**config.mk**
```make
export PLATFORM = sky130hd
export DESIGN_NAME = button_map_auto_repeat
export DESIGN_NICKNAME = d
export VERILOG_FILES = /design/src/hw/rtl/bmar_pkg.sv /design/src/hw/rtl/button_map_auto_repeat.sv
export SDC_FILE = /design/constraint.sdc
export NUM_CORES = 1
export LEC_CHECK = 0
export ABC_AREA = 1
export BUFFER_PORTS_ARGS = -buffer_cell sky130_fd_sc_hd__buf_2
export CORE_UTILIZATION = 65
export DETAILED_ROUTE_END_ITERATION = 10
export PLACE_DENSITY = 0.83
export SKIP_CTS_REPAIR_TIMING = 1
export SLEW_MARGIN = 30
export SYNTH_ARGS = -nofsm -noshare
export SYNTH_HDL_FRONTEND = slang
export SYNTH_SLANG_ARGS = --single-unit
```
**constraint.sdc**
```tcl
create_clock -name clk -period 6.9 [get_ports clk]
set_clock_uncertainty 0.1 [all_clocks]
set_input_delay 0.345 -clock clk [delete_from_list [all_inputs] [get_ports clk]]
set_output_delay 0.345 -clock clk [all_outputs]
set_load 0.05 [all_outputs]
```
**src/hw/rtl/bmar_pkg.sv**
```systemverilog
// bmar_pkg: shared types and constants for the button mapper with auto-repeat
// holds the input and result word structs, request and event codes, sequencer states
// no dependencies
`default_nettype none

package bmar_pkg;

  localparam int NUM_BUTTONS = 10;
  localparam int IDX_W = $clog2(NUM_BUTTONS);
  localparam int DELAY_W = 16;
  localparam logic [DELAY_W-1:0] DELAY_AT_RESET = 16'd50;

  // request types
  localparam logic [2:0] REQ_TICK = 3'd0;
  localparam logic [2:0] REQ_KEY_DN = 3'd1;
  localparam logic [2:0] REQ_KEY_UP = 3'd2;
  localparam logic [2:0] REQ_JOY_DN = 3'd3;
  localparam logic [2:0] REQ_JOY_UP = 3'd4;
  localparam logic [2:0] REQ_QUIT = 3'd5;

  // keyboard codes
  localparam logic [4:0] KEY_ESC = 5'd0;
  localparam logic [4:0] KEY_LEFT = 5'd1;
  localparam logic [4:0] KEY_DOWN = 5'd4;
  localparam logic [4:0] KEY_ALT = 5'd5;

  // joystick button codes
  localparam logic [4:0] JOY_SELECT = 5'd9;
  localparam logic [4:0] JOY_A = 5'd12;
  localparam logic [4:0] JOY_B = 5'd13;
  localparam logic [4:0] JOY_Y = 5'd14;
  localparam logic [4:0] JOY_X = 5'd15;
  localparam logic [4:0] JOY_VOL_UP = 5'd16;
  localparam logic [4:0] JOY_VOL_DN = 5'd17;
  localparam logic [4:0] JOY_CLICK = 5'd18;

  // joystick direction numbers after mirroring
  localparam logic [2:0] DIR_UP = 3'd0;
  localparam logic [2:0] DIR_UP_LEFT = 3'd1;
  localparam logic [2:0] DIR_LEFT = 3'd2;
  localparam logic [2:0] DIR_RIGHT = 3'd6;
  localparam logic [2:0] DIR_UP_RIGHT = 3'd7;

  // virtual buttons
  localparam logic [IDX_W-1:0] BTN_KEY_CLICK = 4'd4;
  localparam logic [IDX_W-1:0] BTN_JOY_LEFT = 4'd5;
  localparam logic [IDX_W-1:0] BTN_JOY_RIGHT = 4'd6;
  localparam logic [IDX_W-1:0] BTN_JOY_UP = 4'd7;
  localparam logic [IDX_W-1:0] BTN_JOY_DOWN = 4'd8;
  localparam logic [IDX_W-1:0] BTN_JOY_CLICK = 4'd9;

  // event codes
  localparam logic [2:0] EV_CLICK = 3'd4;
  localparam logic [2:0] EV_QUIT = 3'd5;
  localparam logic [2:0] EV_CLICK_DOWN = 3'd6;
  localparam logic [2:0] EV_CLICK_UP = 3'd7;

  typedef struct packed {
    logic [2:0] req_type;
    logic [4:0] key_code;
    logic       flipped;
  } in_word_t;

  typedef struct packed {
    logic [2:0] event_code;
    logic       last_event;
  } out_word_t;

  typedef enum logic [1:0] {
    ST_IDLE,
    ST_SCAN,
    ST_EVT2,
    ST_FLUSH
  } state_t;

  // event raised by a virtual button: its index modulo five
  function automatic logic [2:0] btn_code(input logic [IDX_W-1:0] idx);
    logic [IDX_W-1:0] r;
    r = (idx >= IDX_W'(5)) ? idx - IDX_W'(5) : idx;
    return r[2:0];
  endfunction

endpackage

`default_nettype wire

```
**src/hw/rtl/button_map_auto_repeat.sv**
```systemverilog
// button_map_auto_repeat: maps key and joystick events onto ten virtual buttons
// with auto-repeat; uses bmar_pkg for word types, codes and sequencer states
//
//   port group  dir  handshake          payload
//   in_         in   in_valid/in_stall  bmar_pkg::in_word_t
//   out_        out  out_valid/out_stall bmar_pkg::out_word_t
//   cfg_        in   cfg_we             16-bit repeat delay
//
// a tick is accepted, then the ten countdowns are scanned in turn through one
// shared decrement and compare, then the held-back last word is flushed
// any other word is accepted, then passes ST_EVT2 and ST_FLUSH; a scan step or
// push waits while the output register is stalled and a new word must be pushed
// synchronous active-low reset clears buttons, countdowns, locks and sequencer
`default_nettype none

module button_map_auto_repeat (
  input  wire logic                 clk,
  input  wire logic                 rst_n,
  input  wire logic                 in_valid,
  output logic                      in_stall,
  input  wire bmar_pkg::in_word_t   in_word,
  output logic                      out_valid,
  input  wire logic                 out_stall,
  output bmar_pkg::out_word_t       out_word,
  input  wire logic                 cfg_we,
  input  wire logic [15:0]          cfg_wdata
);

  localparam int NB = bmar_pkg::NUM_BUTTONS;
  localparam int IW = bmar_pkg::IDX_W;
  localparam int DW = bmar_pkg::DELAY_W;

  bmar_pkg::state_t state_r, state_nxt;

  logic [DW-1:0] delay_r;
  logic          held_r [NB];
  logic [DW-1:0] cd_r   [NB];
  logic          down_lock_r;
  logic          prev_flipped_r;

  logic [IW-1:0] idx_r, idx_nxt;
  logic          pend_v_r, pend_v_nxt;
  logic [2:0]    pend_code_r, pend_code_nxt;
  logic          ev1_v_r;
  logic [2:0]    ev1_code_r;

  logic                out_valid_r;
  bmar_pkg::out_word_t out_word_r;

  logic in_acc, out_free;
  logic push;
  bmar_pkg::out_word_t push_word;
  logic scan_step;

  // decode of a non-tick word
  logic          flip_chg, dl_eff;
  logic          dec_wr, dec_held, dec_rep;
  logic [IW-1:0] dec_idx;
  logic          dec_ev0_v, dec_ev1_v;
  logic [2:0]    dec_ev0, dec_ev1;
  logic          dl_set, dl_clr;
  logic [2:0]    dir;
  logic          is_dn;

  // scan unit
  logic [DW-1:0] cd_cur, cd_dec;
  logic          hit, fire;

  assign in_acc   = in_valid && !in_stall;
  assign out_free = !out_valid_r || !out_stall;
  assign out_valid = out_valid_r;
  assign out_word  = out_word_r;

  assign flip_chg = in_word.flipped != prev_flipped_r;
  assign dl_eff   = flip_chg ? 1'b0 : down_lock_r;
  assign dir      = in_word.key_code[2:0] ^ {in_word.flipped, 2'b00};
  assign is_dn    = (in_word.req_type == bmar_pkg::REQ_KEY_DN) ||
                    (in_word.req_type == bmar_pkg::REQ_JOY_DN);

  always_comb begin
    dec_wr    = 1'b0;
    dec_held  = is_dn;
    dec_rep   = 1'b1;
    dec_idx   = '0;
    dec_ev0_v = 1'b0;
    dec_ev0   = '0;
    dec_ev1_v = 1'b0;
    dec_ev1   = '0;
    dl_set    = 1'b0;
    dl_clr    = 1'b0;
    case (in_word.req_type)
      bmar_pkg::REQ_KEY_DN, bmar_pkg::REQ_KEY_UP: begin
        if (in_word.key_code == bmar_pkg::KEY_ESC) begin
          dec_ev0_v = is_dn;
          dec_ev0   = bmar_pkg::EV_QUIT;
        end else if (in_word.key_code == bmar_pkg::KEY_ALT) begin
          dec_wr    = 1'b1;
          dec_idx   = bmar_pkg::BTN_KEY_CLICK;
          dec_rep   = 1'b0;
          dec_ev0_v = 1'b1;
          dec_ev0   = is_dn ? bmar_pkg::EV_CLICK : bmar_pkg::EV_CLICK_UP;
          dec_ev1_v = is_dn;
          dec_ev1   = bmar_pkg::EV_CLICK_DOWN;
        end else if (in_word.key_code <= bmar_pkg::KEY_DOWN) begin
          dec_wr    = 1'b1;
          dec_idx   = IW'(in_word.key_code - bmar_pkg::KEY_LEFT) ^ IW'(in_word.flipped);
          dec_ev0_v = is_dn;
          dec_ev0   = bmar_pkg::btn_code(dec_idx);
        end
      end
      bmar_pkg::REQ_JOY_DN, bmar_pkg::REQ_JOY_UP: begin
        if (in_word.key_code < 5'd8) begin
          if (dir == bmar_pkg::DIR_LEFT) begin
            dec_wr  = 1'b1;
            dec_idx = bmar_pkg::BTN_JOY_LEFT;
          end else if (dir == bmar_pkg::DIR_RIGHT) begin
            dec_wr  = 1'b1;
            dec_idx = bmar_pkg::BTN_JOY_RIGHT;
          end else if (dir == bmar_pkg::DIR_UP || dir == bmar_pkg::DIR_UP_LEFT ||
                       dir == bmar_pkg::DIR_UP_RIGHT) begin
            dec_wr  = !is_dn || !dl_eff;
            dec_idx = bmar_pkg::BTN_JOY_UP;
          end else begin
            dec_wr  = !is_dn || !dl_eff;
            dec_idx = bmar_pkg::BTN_JOY_DOWN;
            dl_set  = is_dn && !dl_eff;
            dl_clr  = !is_dn;
          end
          dec_ev0_v = is_dn && dec_wr;
          dec_ev0   = bmar_pkg::btn_code(dec_idx);
        end else if (in_word.key_code == bmar_pkg::JOY_CLICK ||
                     (!in_word.flipped && in_word.key_code >= bmar_pkg::JOY_A &&
                      in_word.key_code <= bmar_pkg::JOY_X)) begin
          dec_wr    = 1'b1;
          dec_idx   = is_dn ? bmar_pkg::BTN_KEY_CLICK : bmar_pkg::BTN_JOY_CLICK;
          dec_rep   = 1'b0;
          dec_ev0_v = 1'b1;
          dec_ev0   = is_dn ? bmar_pkg::EV_CLICK : bmar_pkg::EV_CLICK_UP;
          dec_ev1_v = is_dn;
          dec_ev1   = bmar_pkg::EV_CLICK_DOWN;
        end else if (in_word.key_code == bmar_pkg::JOY_SELECT) begin
          dec_ev0_v = !is_dn;
          dec_ev0   = bmar_pkg::EV_QUIT;
        end else if (in_word.key_code >= bmar_pkg::JOY_A &&
                     in_word.key_code <= bmar_pkg::JOY_X) begin
          // flipped face buttons act as a direction pad
          dec_wr = 1'b1;
          case (in_word.key_code)
            bmar_pkg::JOY_A: dec_idx = bmar_pkg::BTN_JOY_RIGHT;
            bmar_pkg::JOY_B: dec_idx = bmar_pkg::BTN_JOY_LEFT;
            bmar_pkg::JOY_Y: dec_idx = bmar_pkg::BTN_JOY_DOWN;
            default:         dec_idx = bmar_pkg::BTN_JOY_UP;
          endcase
          dec_ev0_v = is_dn;
          dec_ev0   = bmar_pkg::btn_code(dec_idx);
        end else if (in_word.flipped && (in_word.key_code == bmar_pkg::JOY_VOL_UP ||
                                         in_word.key_code == bmar_pkg::JOY_VOL_DN)) begin
          dec_wr    = 1'b1;
          dec_idx   = bmar_pkg::BTN_JOY_CLICK;
          dec_ev0_v = 1'b1;
          dec_ev0   = is_dn ? bmar_pkg::EV_CLICK : bmar_pkg::EV_CLICK_UP;
          dec_ev1_v = is_dn;
          dec_ev1   = bmar_pkg::EV_CLICK_DOWN;
        end
      end
      bmar_pkg::REQ_QUIT: begin
        dec_ev0_v = 1'b1;
        dec_ev0   = bmar_pkg::EV_QUIT;
      end
      default: begin
      end
    endcase
  end

  // shared countdown unit
  assign cd_cur = cd_r[idx_r];
  assign cd_dec = cd_cur - DW'(1);
  assign hit    = held_r[idx_r] && (cd_cur != '0);
  assign fire   = hit && (cd_dec == '0);

  always_ff @(posedge clk) begin
    if (!rst_n) begin
      state_r <= bmar_pkg::ST_IDLE;
    end else begin
      state_r <= state_nxt;
    end
  end

  always_comb begin
    state_nxt     = state_r;
    in_stall      = state_r != bmar_pkg::ST_IDLE;
    idx_nxt       = idx_r;
    pend_v_nxt    = pend_v_r;
    pend_code_nxt = pend_code_r;
    push          = 1'b0;
    push_word     = '{event_code: pend_code_r, last_event: 1'b0};
    scan_step     = 1'b0;
    case (state_r)
      bmar_pkg::ST_IDLE: begin
        if (in_acc) begin
          if (in_word.req_type == bmar_pkg::REQ_TICK) begin
            state_nxt  = bmar_pkg::ST_SCAN;
            idx_nxt    = '0;
            pend_v_nxt = 1'b0;
          end else begin
            state_nxt     = bmar_pkg::ST_EVT2;
            pend_v_nxt    = dec_ev0_v;
            pend_code_nxt = dec_ev0;
          end
        end
      end
      bmar_pkg::ST_SCAN: begin
        if (!(fire && pend_v_r && !out_free)) begin
          scan_step = 1'b1;
          if (fire) begin
            push          = pend_v_r;
            pend_v_nxt    = 1'b1;
            pend_code_nxt = bmar_pkg::btn_code(idx_r);
          end
          idx_nxt = idx_r + IW'(1);
          if (idx_r == IW'(NB - 1)) begin
            state_nxt = bmar_pkg::ST_FLUSH;
          end
        end
      end
      bmar_pkg::ST_EVT2: begin
        if (!ev1_v_r) begin
          state_nxt = bmar_pkg::ST_FLUSH;
        end else if (out_free) begin
          push          = 1'b1;
          pend_v_nxt    = 1'b1;
          pend_code_nxt = ev1_code_r;
          state_nxt     = bmar_pkg::ST_FLUSH;
        end
      end
      bmar_pkg::ST_FLUSH: begin
        push_word.last_event = 1'b1;
        if (!pend_v_r) begin
          state_nxt = bmar_pkg::ST_IDLE;
        end else if (out_free) begin
          push       = 1'b1;
          pend_v_nxt = 1'b0;
          state_nxt  = bmar_pkg::ST_IDLE;
        end
      end
      default: begin
        state_nxt = bmar_pkg::ST_IDLE;
      end
    endcase
  end

  // sequencer registers
  always_ff @(posedge clk) begin
    if (!rst_n) begin
      pend_v_r <= 1'b0;
      idx_r    <= '0;
    end else begin
      pend_v_r <= pend_v_nxt;
      idx_r    <= idx_nxt;
    end
  end

  always_ff @(posedge clk) begin
    pend_code_r <= pend_code_nxt;
    if (in_acc) begin
      ev1_v_r    <= dec_ev1_v;
      ev1_code_r <= dec_ev1;
    end
  end

  // output register
  always_ff @(posedge clk) begin
    if (!rst_n) begin
      out_valid_r <= 1'b0;
    end else if (push) begin
      out_valid_r <= 1'b1;
    end else if (!out_stall) begin
      out_valid_r <= 1'b0;
    end
  end

  always_ff @(posedge clk) begin
    if (push) begin
      out_word_r <= push_word;
    end
  end

  // configuration, button state and locks
  always_ff @(posedge clk) begin
    if (!rst_n) begin
      delay_r        <= bmar_pkg::DELAY_AT_RESET;
      down_lock_r    <= 1'b0;
      prev_flipped_r <= 1'b0;
      for (int i = 0; i < NB; i++) begin
        held_r[i] <= 1'b0;
        cd_r[i]   <= '0;
      end
    end else begin
      if (cfg_we) begin
        delay_r <= cfg_wdata;
      end
      if (in_acc) begin
        prev_flipped_r <= in_word.flipped;
        if (dl_set) begin
          down_lock_r <= 1'b1;
        end else if (dl_clr) begin
          down_lock_r <= 1'b0;
        end else begin
          down_lock_r <= dl_eff;
        end
        if (dec_wr) begin
          held_r[dec_idx] <= dec_held;
          if (dec_held) begin
            cd_r[dec_idx] <= dec_rep ? delay_r : '0;
          end
        end
      end
      if (scan_step && hit) begin
        cd_r[idx_r] <= fire ? delay_r : cd_dec;
      end
    end
  end

  a_accept_stalls: assert property (@(posedge clk) disable iff (!rst_n)
    in_acc |=> in_stall)
    else $error("word accepted without stalling the next one");

  a_scan_range: assert property (@(posedge clk) disable iff (!rst_n)
    state_r == bmar_pkg::ST_SCAN |-> idx_r < IW'(NB))
    else $error("scan index out of range");

  a_second_has_first: assert property (@(posedge clk) disable iff (!rst_n)
    (state_r == bmar_pkg::ST_EVT2 && ev1_v_r) |-> pend_v_r)
    else $error("second event without a first");

  a_flush_done: assert property (@(posedge clk) disable iff (!rst_n)
    (state_r == bmar_pkg::ST_FLUSH && !pend_v_r) |=> state_r == bmar_pkg::ST_IDLE)
    else $error("flush did not return to idle");

  a_last_pushed: assert property (@(posedge clk) disable iff (!rst_n)
    (push && push_word.last_event) |=> (!pend_v_r && state_r == bmar_pkg::ST_IDLE))
    else $error("last word pushed while events remain");

endmodule

`default_nettype wire

```
==> results of run 1 <==
## routing by layer
| metal | track usage [%] | up-vias | routed length [µm] |
|---|---|---|---|
| met1 | 43.53 | 6151 | 16470 |
| met5 | 0 | - | 0 |
| met3 | 7.396 | 127 | 4736 |
| met2 | 53.17 | 724 | 19820 |
| li1 | - | 6105 | - |
| met4 | 12.44 | 0 | 1431 |
## path summary, 6_finish.rpt
check                      start     endpoint  slack, ns  cells after the start
setup / recovery            flop   cd_r[9][3]       1.08                     22
setup reg to reg            flop   cd_r[9][3]       1.08                     22
hold / removal            cfg_we   delay_r[1]      -0.03                      2
hold reg to reg   pend_code_r[2]  out_word[3]       0.32                      0
## power groups by stage
stage / Combinational [mW] / Sequential [mW] / Clock (mW)
floorplan: 0.595 / 2.20 / 0
global placement: 0.784 / 2.20 / 0
detailed placement: 0.801 / 2.20 / 0
CTS: 0.809 / 2.17 / 1.60
global route: 0.911 / 2.17 / 1.68
finish: 0.833 / 2.17 / 1.61
## cells in the final DEF, fill, tap and decap left out, drive strengths merged
cell type	instances
a21oi	54
a221oi	4
a22oi	1
a31o	1
a31oi	2
a32oi	1
and2	2
buf	57
bufinv	1
clkbuf	46
clkinv	11
dfxtp	39
diode	1
dlygate4sd3	8
edfxtp	272
ha	19
inv	227
nand2	466
nand3	178
nand3b	2
nand4	10
nor2	316
nor3	13
o211ai	15
o21ai	122
o21bai	8
o221ai	4
o22ai	2
o31ai	5
or2	3
xnor2	2
xor2	3
## cell usage after synthesis, types with 12 or more instances
| library cell | count |
|---|---|
| a21oi_1 | 53 |
| buf_2 | 22 |
| buf_6 | 26 |
| clkbuf_1 | 19 |
| dfxtp_1 | 39 |
| edfxtp_1 | 272 |
| ha_1 | 19 |
| inv_1 | 214 |
| nand2_1 | 447 |
| nand2_4 | 12 |
| nand3_1 | 176 |
| nor2_1 | 216 |
| nor2_2 | 92 |
| nor3_1 | 12 |
| o211ai_1 | 15 |
| o21ai_0 | 84 |
| o21ai_1 | 21 |
## state kept, by name, summed over array words and instances (netlist names), 2 cells and up, named ones only
signal and cells:
held_r 16, state_r 2, idx_r 4, delay_r 16, out_word 4, cd_r 256, pend_code_r 3
## final cells by class
cell class	instances	area, µm²
clock inverter	12	102.6
antenna	1	2.502
sequential	311	8954
timing repair buffer	65	420.4
tap	324	405.4
inverter	227	854.6
fill	1818	6857
multi-input combinational	1233	6090
clock buffer	46	848.3
## per-stage QoR
stage               cell area [µm²]  setup slack (ns)  power (mW)  instances
finish                        17680             1.077       4.609       2219
global route                  17670            0.6787       4.760       2218
CTS                           17590             1.273       4.575       2210
detailed placement            16640             1.328       3.006       2152
global placement              16640             1.423       2.986       2152
floorplan                     16440             2.592       2.800       1851
## critical path, delay by kind of cell (launching register included)
family / cells / cell delay (ns)
AND/OR/NAND/NOR: 16 / 2.20
flip-flops: 1 / 0.50
AO/OA/AOI/OAI: 1 / 0.60
buffers and inverters: 5 / 1.99
## cell families after synthesis
kind of cell | Yosys count | share of synthesized area (%)
adders and majority gates | 19 | 1.446
buffers and inverters | 307 | 8.564
and+or+nand+nor | 990 | 27.09
xor gates and xnor gates | 5 | 0.2665
DFF | 311 | 54.45
AOI/OAI and AO/OA | 219 | 8.191
==> flow_summary.json, run 1 <==
{
  "status": "finished with violations",
  "crit_path_frequent_cell": "nand2_1",
  "ys_types": 47,
  "rows": 57,
  "gp_congestion": 0.9448,
  "insertion_delay_ns": 0.58,
  "yosysTopAreaCell": "edfxtp_1",
  "max_cap_violations": 0,
  "worstSetupEndpointType": "flop",
  "period_needed_ns": 5.823,
  "syn-num-nets": 1900,
  "numCtsBuffers": 31,
  "crit_required_ns": 7.06,
  "synth_warnings": 0,
  "clkPwrFrac_pct": 34.9,
  "initialDrtViolationCount": 1672,
  "final-hold-violation-count": 6,
  "rsz0062_at_grt": "false",
  "arrival_ns": 5.98,
  "start_kind": "flop",
  "synthesis.area_mm2": 0.01644,
  "clkSinkCount": 311,
  "switchingPower_mw": 1.361,
  "synth_edf_count": 272,
  "grt_use_total_pct": 32.88,
  "initial_utilization_pct": 66.99,
  "peakVddDrop_mv": 0.1948,
  "postLayoutCoreUtil_pct": 72.05,
  "routedWlPerCell_um": 19.14,
  "wirelength_um": 42470,
  "tns_ns": 0,
  "die_area_mm2": 0.02593,
  "drc": 0,
  "intPower_mw": 3.248,
  "timing.final.max_slew_violations": 0,
  "antenna_left": 0,
  "first_pass_iters": 8,
  "layout-drive-gt1-share_pct": 13.78,
  "grt_pass1_wl_um": 65700,
  "cts.reportedPaths.clkPinSlew_ns": 0.07,
  "via_per_inst": 5.907,
  "ios": 36,
  "htreeDepth": 1,
  "worstMarginPinSlew_ns": 0.8531,
  "hp-class": "in -> reg",
  "num_vias": 13110,
  "syn_inst": 1851,
  "finalCritPeriodShare_pct": 84.39,
  "antenna_found_initial": 1,
  "cts-root-buf": "clkbuf_16",
  "critical_path_class": "reg -> reg",
  "cp_max_fo": 69,
  "cts_tree": "done",
  "die_h_um": 161.0,
  "synth_top_area_share_pct": 49.70,
  "ys_seq_elements": 311,
  "hold_ws_ns": -0.02665,
  "clk_path_buf_depth": 3,
  "die_w_um": 161.0,
  "synth_flop_cell": "edfxtp_1",
  "nets": 1918,
  "synth.avg_cell_area_um2": 8.879,
  "numPortBuffers": 35,
  "violations": "negative hold slack",
  "seqPwrFrac_pct": 47.0,
  "areaGrowthSynthToFinish_pct": 7.552,
  "max_freq_mhz": 171.7,
  "p_sw_share_pct": 29.53,
  "power_density_mw_per_mm2": 260.8,
  "max_slew_margin_pct": 42.99,
  "core_mm2": 0.02453,
  "setup_viol": 0,
  "ys_top_cells_by_area": "edfxtp_1, nand2_1, nand3_1",
  "grt_pass1_vias": 12430,
  "p_comb_share_pct": 18.1,
  "slowest_delay_ns": 0.65,
  "yosysSeqAreaShare_pct": 54.45,
  "globalRoute.totalOverflow": 0,
  "crit_path_top_delay_cell": "inv_4",
  "leakagePower_nw": 7.239,
  "dp.final_hpwl_um": 27610,
  "grt_max_degree": 70,
  "cp_cell_sequence": "inv_4, buf_4, nand2_1, nand3_1, nand3_1, nand3_1, nand2_1, nor2_1, nand2_1, nor2_1, nand2_1, nand2_1, nand2_1, nor2_2, nand2_1, nor2_4, nand4_2, nand2_2, buf_4, inv_1, o21ai_2, inv_1",
  "synth-async-reset-ratio_pct": 0
}
(Power assumes the default switching activity.)
==> inputs of run 2 (changes only) <==
Settings changed: ABC_AREA 1 to 0, CORE_UTILIZATION 65 to 57, PLACE_DENSITY 0.83 to 0.78.
Clock period 6.9 ns to 5.3 ns, I/O delays scaled along.
==> run 2 against run 1 <==
Net effect: the flow now finishes without violations; via count is 18% lower; first-iteration DRC count is 32% lower; final area is 0.73% higher; clock power is 43% higher; global-route usage is 3.8 points lower; maximum frequency is 16% higher; critical path depth is 8 lower; non-clock buffer count is 65 higher; count of clock-buffer cells in the layout is 2 lower; critical endpoint is now cd_r[8][13].
==> flow_summary.json, run 2 <==
{
  "antenna_found_initial": 0,
  "leakagePower_nw": 6.369,
  "setup_viol": 0,
  "nets": 1348,
  "r2r_end": "cd_r[8][13]",
  "max_slew_margin_pct": 54.73,
  "routedWlPerCell_um": 24.28,
  "initialDrtViolationCount": 1142,
  "ys_seq_elements": 311,
  "critical_path_class": "reg -> reg",
  "top_regs": "cd_r (256), delay_r (16), held_r (16)",
  "ios": 36,
  "dp.final_hpwl_um": 27570,
  "synthesis.area_mm2": 0.01566,
  "synth.most_common_cell": "edfxtp_1",
  "gp_congestion": 0.9050,
  "yosysTopAreaCell": "edfxtp_1",
  "hold_start": "in_valid",
  "syn_inst": 1203,
  "status": "complete, no violations",
  "fin_ws_ns": 0.2914,
  "numCtsBuffers": 31,
  "final-hold-violation-count": 0,
  "globalRoute.totalOverflow": 0,
  "die_h_um": 167.7,
  "fin_area_mm2": 0.01781,
  "synth_top_family_by_area": "simple AND/OR/NAND/NOR gates",
  "yosysSeqAreaShare_pct": 57.15,
  "max_cap_violations": 0,
  "wirelength_um": 40430,
  "clkSinkCount": 311,
  "grt_pass1_vias": 10330,
  "grt_max_degree": 32,
  "synth_warnings": 0,
  "rsz0062_at_grt": "false",
  "power.total_mw": 5.604,
  "synth-async-reset-ratio_pct": 0,
  "timing.final.max_slew_violations": 0,
  "worstMarginPinSlew_ns": 0.6777,
  "arrival_ns": 5.22,
  "cts-root-buf": "clkbuf_16",
  "initial_utilization_pct": 58.10,
  "ys_top_cells_by_area": "edfxtp_1, mux4_2, dfxtp_1",
  "num_vias": 10720,
  "tns_ns": 0,
  "insertion_delay_ns": 0.59,
  "synth_common_cells": "edfxtp_1, nor2_1, nand2_1",
  "synthXorXnorAreaFrac_pct": 1.063,
  "via_per_inst": 6.438,
  "areaGrowthSynthToFinish_pct": 13.72,
  "die_w_um": 167.7,
  "die_area_mm2": 0.02814,
  "max_freq_mhz": 199.7,
  "peakVddDrop_mv": 0.2375,
  "largest_register_ffs": 256,
  "largest_register": "cd_r",
  "synth_edf_count": 272,
  "syn-num-nets": 1252,
  "numPortBuffers": 35,
  "drc": 0,
  "finalCritPeriodShare_pct": 94.50,
  "hp-class": "in -> reg",
  "power_density_mw_per_mm2": 314.7,
  "first_pass_iters": 8,
  "yosys.area_share.adder_pct": 1.582,
  "cp_max_fo": 10,
  "post-place-ws_ns": 0.2246,
  "n_antenna_cell": 0,
  "start_kind": "flop",
  "worstSetupEndpointType": "flop",
  "core_mm2": 0.02695,
  "rows": 60,
  "synth_top_area_share_pct": 52.17,
  "cts_tree": "done",
  "synthSimpleGateAreaFrac_pct": 13.75,
  "muxShareOfSynthArea_pct": 13.55,
  "synth-compound-area-share_pct": 9.086,
  "synth.avg_cell_area_um2": 13.02,
  "hold_path_depth": 4,
  "htreeDepth": 1,
  "synth_flop_cell": "edfxtp_1",
  "layout-drive-gt1-share_pct": 26.13,
  "grt_pass1_wl_um": 61170,
  "clk_path_buf_depth": 3,
  "postLayoutCoreUtil_pct": 66.07,
  "min_to": "prev_flipped_r",
  "cts.reportedPaths.clkPinSlew_ns": 0.06,
  "final_cell_mix": "edfxtp_1, nor2_1, nand2_1",
  "crit_required_ns": 5.51,
  "placed_area_mm2": 0.01645,
  "period_needed_ns": 5.009,
  "grt_use_total_pct": 29.10,
  "antenna_left": 0,
  "final_common_cell": "edfxtp_1",
  "rrSetupSlack_ns": 0.29,
  "reg2reg_depth": 14,
  "ys_types": 92
}
==> run 2: per-layer routing <==
layer / part of all wire, % / track usage, % / routed length (µm) / vias up
li1: - / - / - / 4708
met1: 40 / 39.85 / 15990 / 5334
met2: 47 / 46.56 / 19030 / 556
met3: 8.9 / 4.302 / 3585 / 121
met4: 4.5 / 12.88 / 1825 / 0
met5: 0 / 0 / 0 / -
==> run 2: cell families (layout without fill, tap and decap cells) <==
kind of cell / count (synthesis) / after routing
AND/OR/NAND/NOR: 441 / 441
flip-flops: 311 / 311
AO/OA/AOI/OAI: 179 / 179
multiplexers: 120 / 120
buffers and inverters: 113 / 234
adder cells (fa/ha/maj): 20 / 20
XOR/XNOR: 19 / 19
==> run 2: worst max-delay path by stage <==
stage	slack [ns]	cells past startpoint	to
after CTS	0.21	11	cd_r[10][2]
after global placement	0.31	13	cd_r[8][15]
after global routing	0.09	14	cd_r[1][1]
after floorplan	-0.05	19	cd_r[12][0]
after detailed placement	0.22	13	cd_r[14][1]
final	0.29	14	cd_r[8][13]
==> run 2: final cells by class <==
type,instances,area (µm²)
Multi-Input combinational cell,779,6131
Clock buffer,44,844.6
Clock inverter,14,220.2
Inverter,46,172.7
Tap cell,341,426.7
Fill cell,1929,9145
Sequential cell,311,8955
Timing Repair Buffer,130,1056
==> run 2: per-stage QoR <==
step | hold slack [ns] | std cells
CTS | -0.1901 | 1634
finish | 0.03676 | 1665
global placement | 0.3094 | 1576
floorplan | 0.2940 | 1203
detailed placement | 0.3098 | 1576
global route | 0.04941 | 1665
==> run 2: power by group <==
part	leakage [nW]	internal [mW]	total, mW	switching (mW)
sequential	3.22	2.74	2.79	0.0472
combinational	2.63	0.185	0.519	0.334
clock	0.519	1.36	2.30	0.937
==> run 2: worst max-delay path: stages, from the launching register on <==
cell and delay (ns):
dfxtp_4 0.45, buf_4 0.20, mux4_2 0.54, a22oi_1 0.47, nand2_1 0.16, nor4bb_1 0.37
and3_1 0.30, a31oi_1 0.17, nor4_4 0.34, nand4_4 0.24, o21ai_4 0.35, buf_4 0.27
mux2i_2 0.40, buf_4 0.31, nor2_1 0.07
==> inputs of run 3 (changes only) <==
--- a/config.mk
+++ b/config.mk
@@ -7,8 +7,8 @@
 export LEC_CHECK = 0
 export ABC_AREA = 0
-export BUFFER_PORTS_ARGS = -buffer_cell sky130_fd_sc_hd__buf_2
-export CORE_UTILIZATION = 57
+export CORE_UTILIZATION = 58
 export DETAILED_ROUTE_END_ITERATION = 10
-export PLACE_DENSITY = 0.78
+export DONT_BUFFER_PORTS = 1
+export PLACE_DENSITY = 0.77
 export SKIP_CTS_REPAIR_TIMING = 1
 export SLEW_MARGIN = 30
==> constraint.sdc (replaced) <==
create_clock -name clk -period 5.3 [get_ports clk]
set_clock_uncertainty 0.1 [all_clocks]
set_input_delay 0.53 -clock clk [delete_from_list [all_inputs] [get_ports clk]]
set_output_delay 0.53 -clock clk [all_outputs]
set_load 0.05 [all_outputs]
==> run 3 against run 2 <==
Net effect: the run now ends with design-rule violations left; first-iteration DRC count grew 10%; critical path depth shrank 1; flip-flop and latch count is the same; setup slack lost 0.022 ns; sequential power is essentially flat; count of clock-buffer cells in the layout is the same; hold slack lost 0.028 ns; clock power shrank 5%; register-to-register slack lost 0.02 ns; maximum frequency shrank 0.44%.
==> flow_summary.json, run 3 (same netlist as run 2, synthesis figures left out) <==
{
  "fillCellCount": 1939,
  "routedWlPerCell_um": 25.06,
  "max_cap_violations": 0,
  "clkSinkCount": 311,
  "htreeDepth": 1,
  "final_common_cell": "edfxtp_1",
  "worstSetupEndpointType": "flop",
  "numPortBuffers": 0,
  "cts_tree": "done",
  "fin_area_mm2": 0.01725,
  "crit_required_ns": 5.43,
  "die_area_mm2": 0.02766,
  "rsz0062_at_grt": "false",
  "multi_input_area_mm2": 0.006126,
  "layout-drive-gt1-share_pct": 23.61,
  "clk_path_buf_depth": 3,
  "insertion_delay_ns": 0.56,
  "cp_max_fo": 27,
  "placed_area_mm2": 0.01617,
  "setup_viol": 0,
  "reg2reg_depth": 13,
  "final-hold-violation-count": 0,
  "drc": 1,
  "worstMarginPinSlew_ns": 0.8746,
  "hold_ws_ns": 0.008512,
  "finalCritPeriodShare_pct": 94.92,
  "die_h_um": 166.3,
  "areaGrowthSynthToFinish_pct": 10.18,
  "rows": 59,
  "violations": "design-rule violations",
  "gp_congestion": 0.9417,
  "grt_use_total_pct": 29.13,
  "initialDrtViolationCount": 1256,
  "grt_max_degree": 32,
  "initial_utilization_pct": 59.58,
  "top_regs": "cd_r (256), delay_r (16), held_r (16)",
  "largest_register": "cd_r",
  "start_kind": "flop",
  "hp-class": "in -> reg",
  "die_w_um": 166.3,
  "globalRoute.totalOverflow": 0,
  "grt_pass1_vias": 10050,
  "timing.final.max_slew_violations": 0,
  "core_mm2": 0.02628,
  "antenna_left": 0,
  "antenna_found_initial": 2,
  "wirelength_um": 39970,
  "numCtsBuffers": 31,
  "cts-root-buf": "clkbuf_16",
  "dp.final_hpwl_um": 27550,
  "leakagePower_nw": 6.065,
  "num_vias": 10360,
  "status": "finished with violations",
  "max_slew_margin_pct": 40.19,
  "final_cell_mix": "edfxtp_1, nor2_1, nand2_1",
  "ff_latch_area_mm2": 0.008960,
  "first_pass_iters": 8,
  "period_needed_ns": 5.031,
  "power_density_mw_per_mm2": 315.4,
  "largest_register_ffs": 256,
  "cts.reportedPaths.clkPinSlew_ns": 0.06,
  "via_per_inst": 6.493,
  "ios": 36,
  "nets": 1285,
  "grt_pass1_wl_um": 60640,
  "max_freq_mhz": 198.8,
  "peakVddDrop_mv": 0.3372,
  "tns_ns": 0,
  "critical_path_class": "reg -> reg",
  "arrival_ns": 5.16,
  "power.total_mw": 5.440,
  "hold_path_depth": 2
}
[run 3: changes by cell type in the layout (fill, tap and decap cells not counted), sizes merged, moves of 2 or more]
cell and delta:
diode +2, dlygate4sd3 -16, buf -47, clkinv +3
inv -3, bufinv -2
[run 3: final cells by class]
type                       instances  area share [%]
multi-input combinational        779           35.51
antenna                            2         0.02901
inverter                          46           1.001
sequential                       311           51.94
tap                              335           2.430
clock inverter                    11          0.7398
clock buffer                      44           5.135
timing repair buffer              67           3.220
[run 3: worst paths after layout]
kind | from | end | slack [ns]
setup / recovery | flop | cd_r[9][0] | 0.27
hold / removal | cfg_wdata[4] | delay_r[4] | 0.009
setup reg to reg | flop | cd_r[9][0] | 0.27
hold reg to reg | pend_code_r[2] | out_word[3] | 0.32
[run 3: worst max-delay path, stage by stage, from the launching register on]
cell and delay, ns:
dfxtp_4 0.45, buf_12 0.25, mux4_2 0.53, nand3b_1 0.17, nand4_1 0.28, nor4_2 0.55
and3_1 0.28, a31oi_1 0.17, nor4_4 0.33, nand4_4 0.15, o21ai_4 0.42, mux2_2 0.45
a21oi_2 0.18, buf_4 0.32
[run 3: per-layer routing]
layer / track usage, % / part of all wire (%)
met5: 0 / 0
met2: 46.30 / 47
met3: 4.719 / 10
met4: 10.14 / 3.4
met1: 41.12 / 40
[run 3: metrics by stage]
step                setup slack, ns  cells  util [%]
floorplan                  -0.05408   1203         -
global placement             0.1008   1533     61.54
detailed placement          0.05274   1533     61.54
CTS                        0.009717   1588     65.40
global route                0.08014   1595     65.64
finish                       0.2694   1595     65.64
[run 3: power by group]
group          switching [mW]  leakage, nW  internal, mW
clock network           0.893        0.502          1.30
logic                   0.288         2.34         0.164
registers              0.0589         3.22          2.74
total                    1.24         6.07          4.20
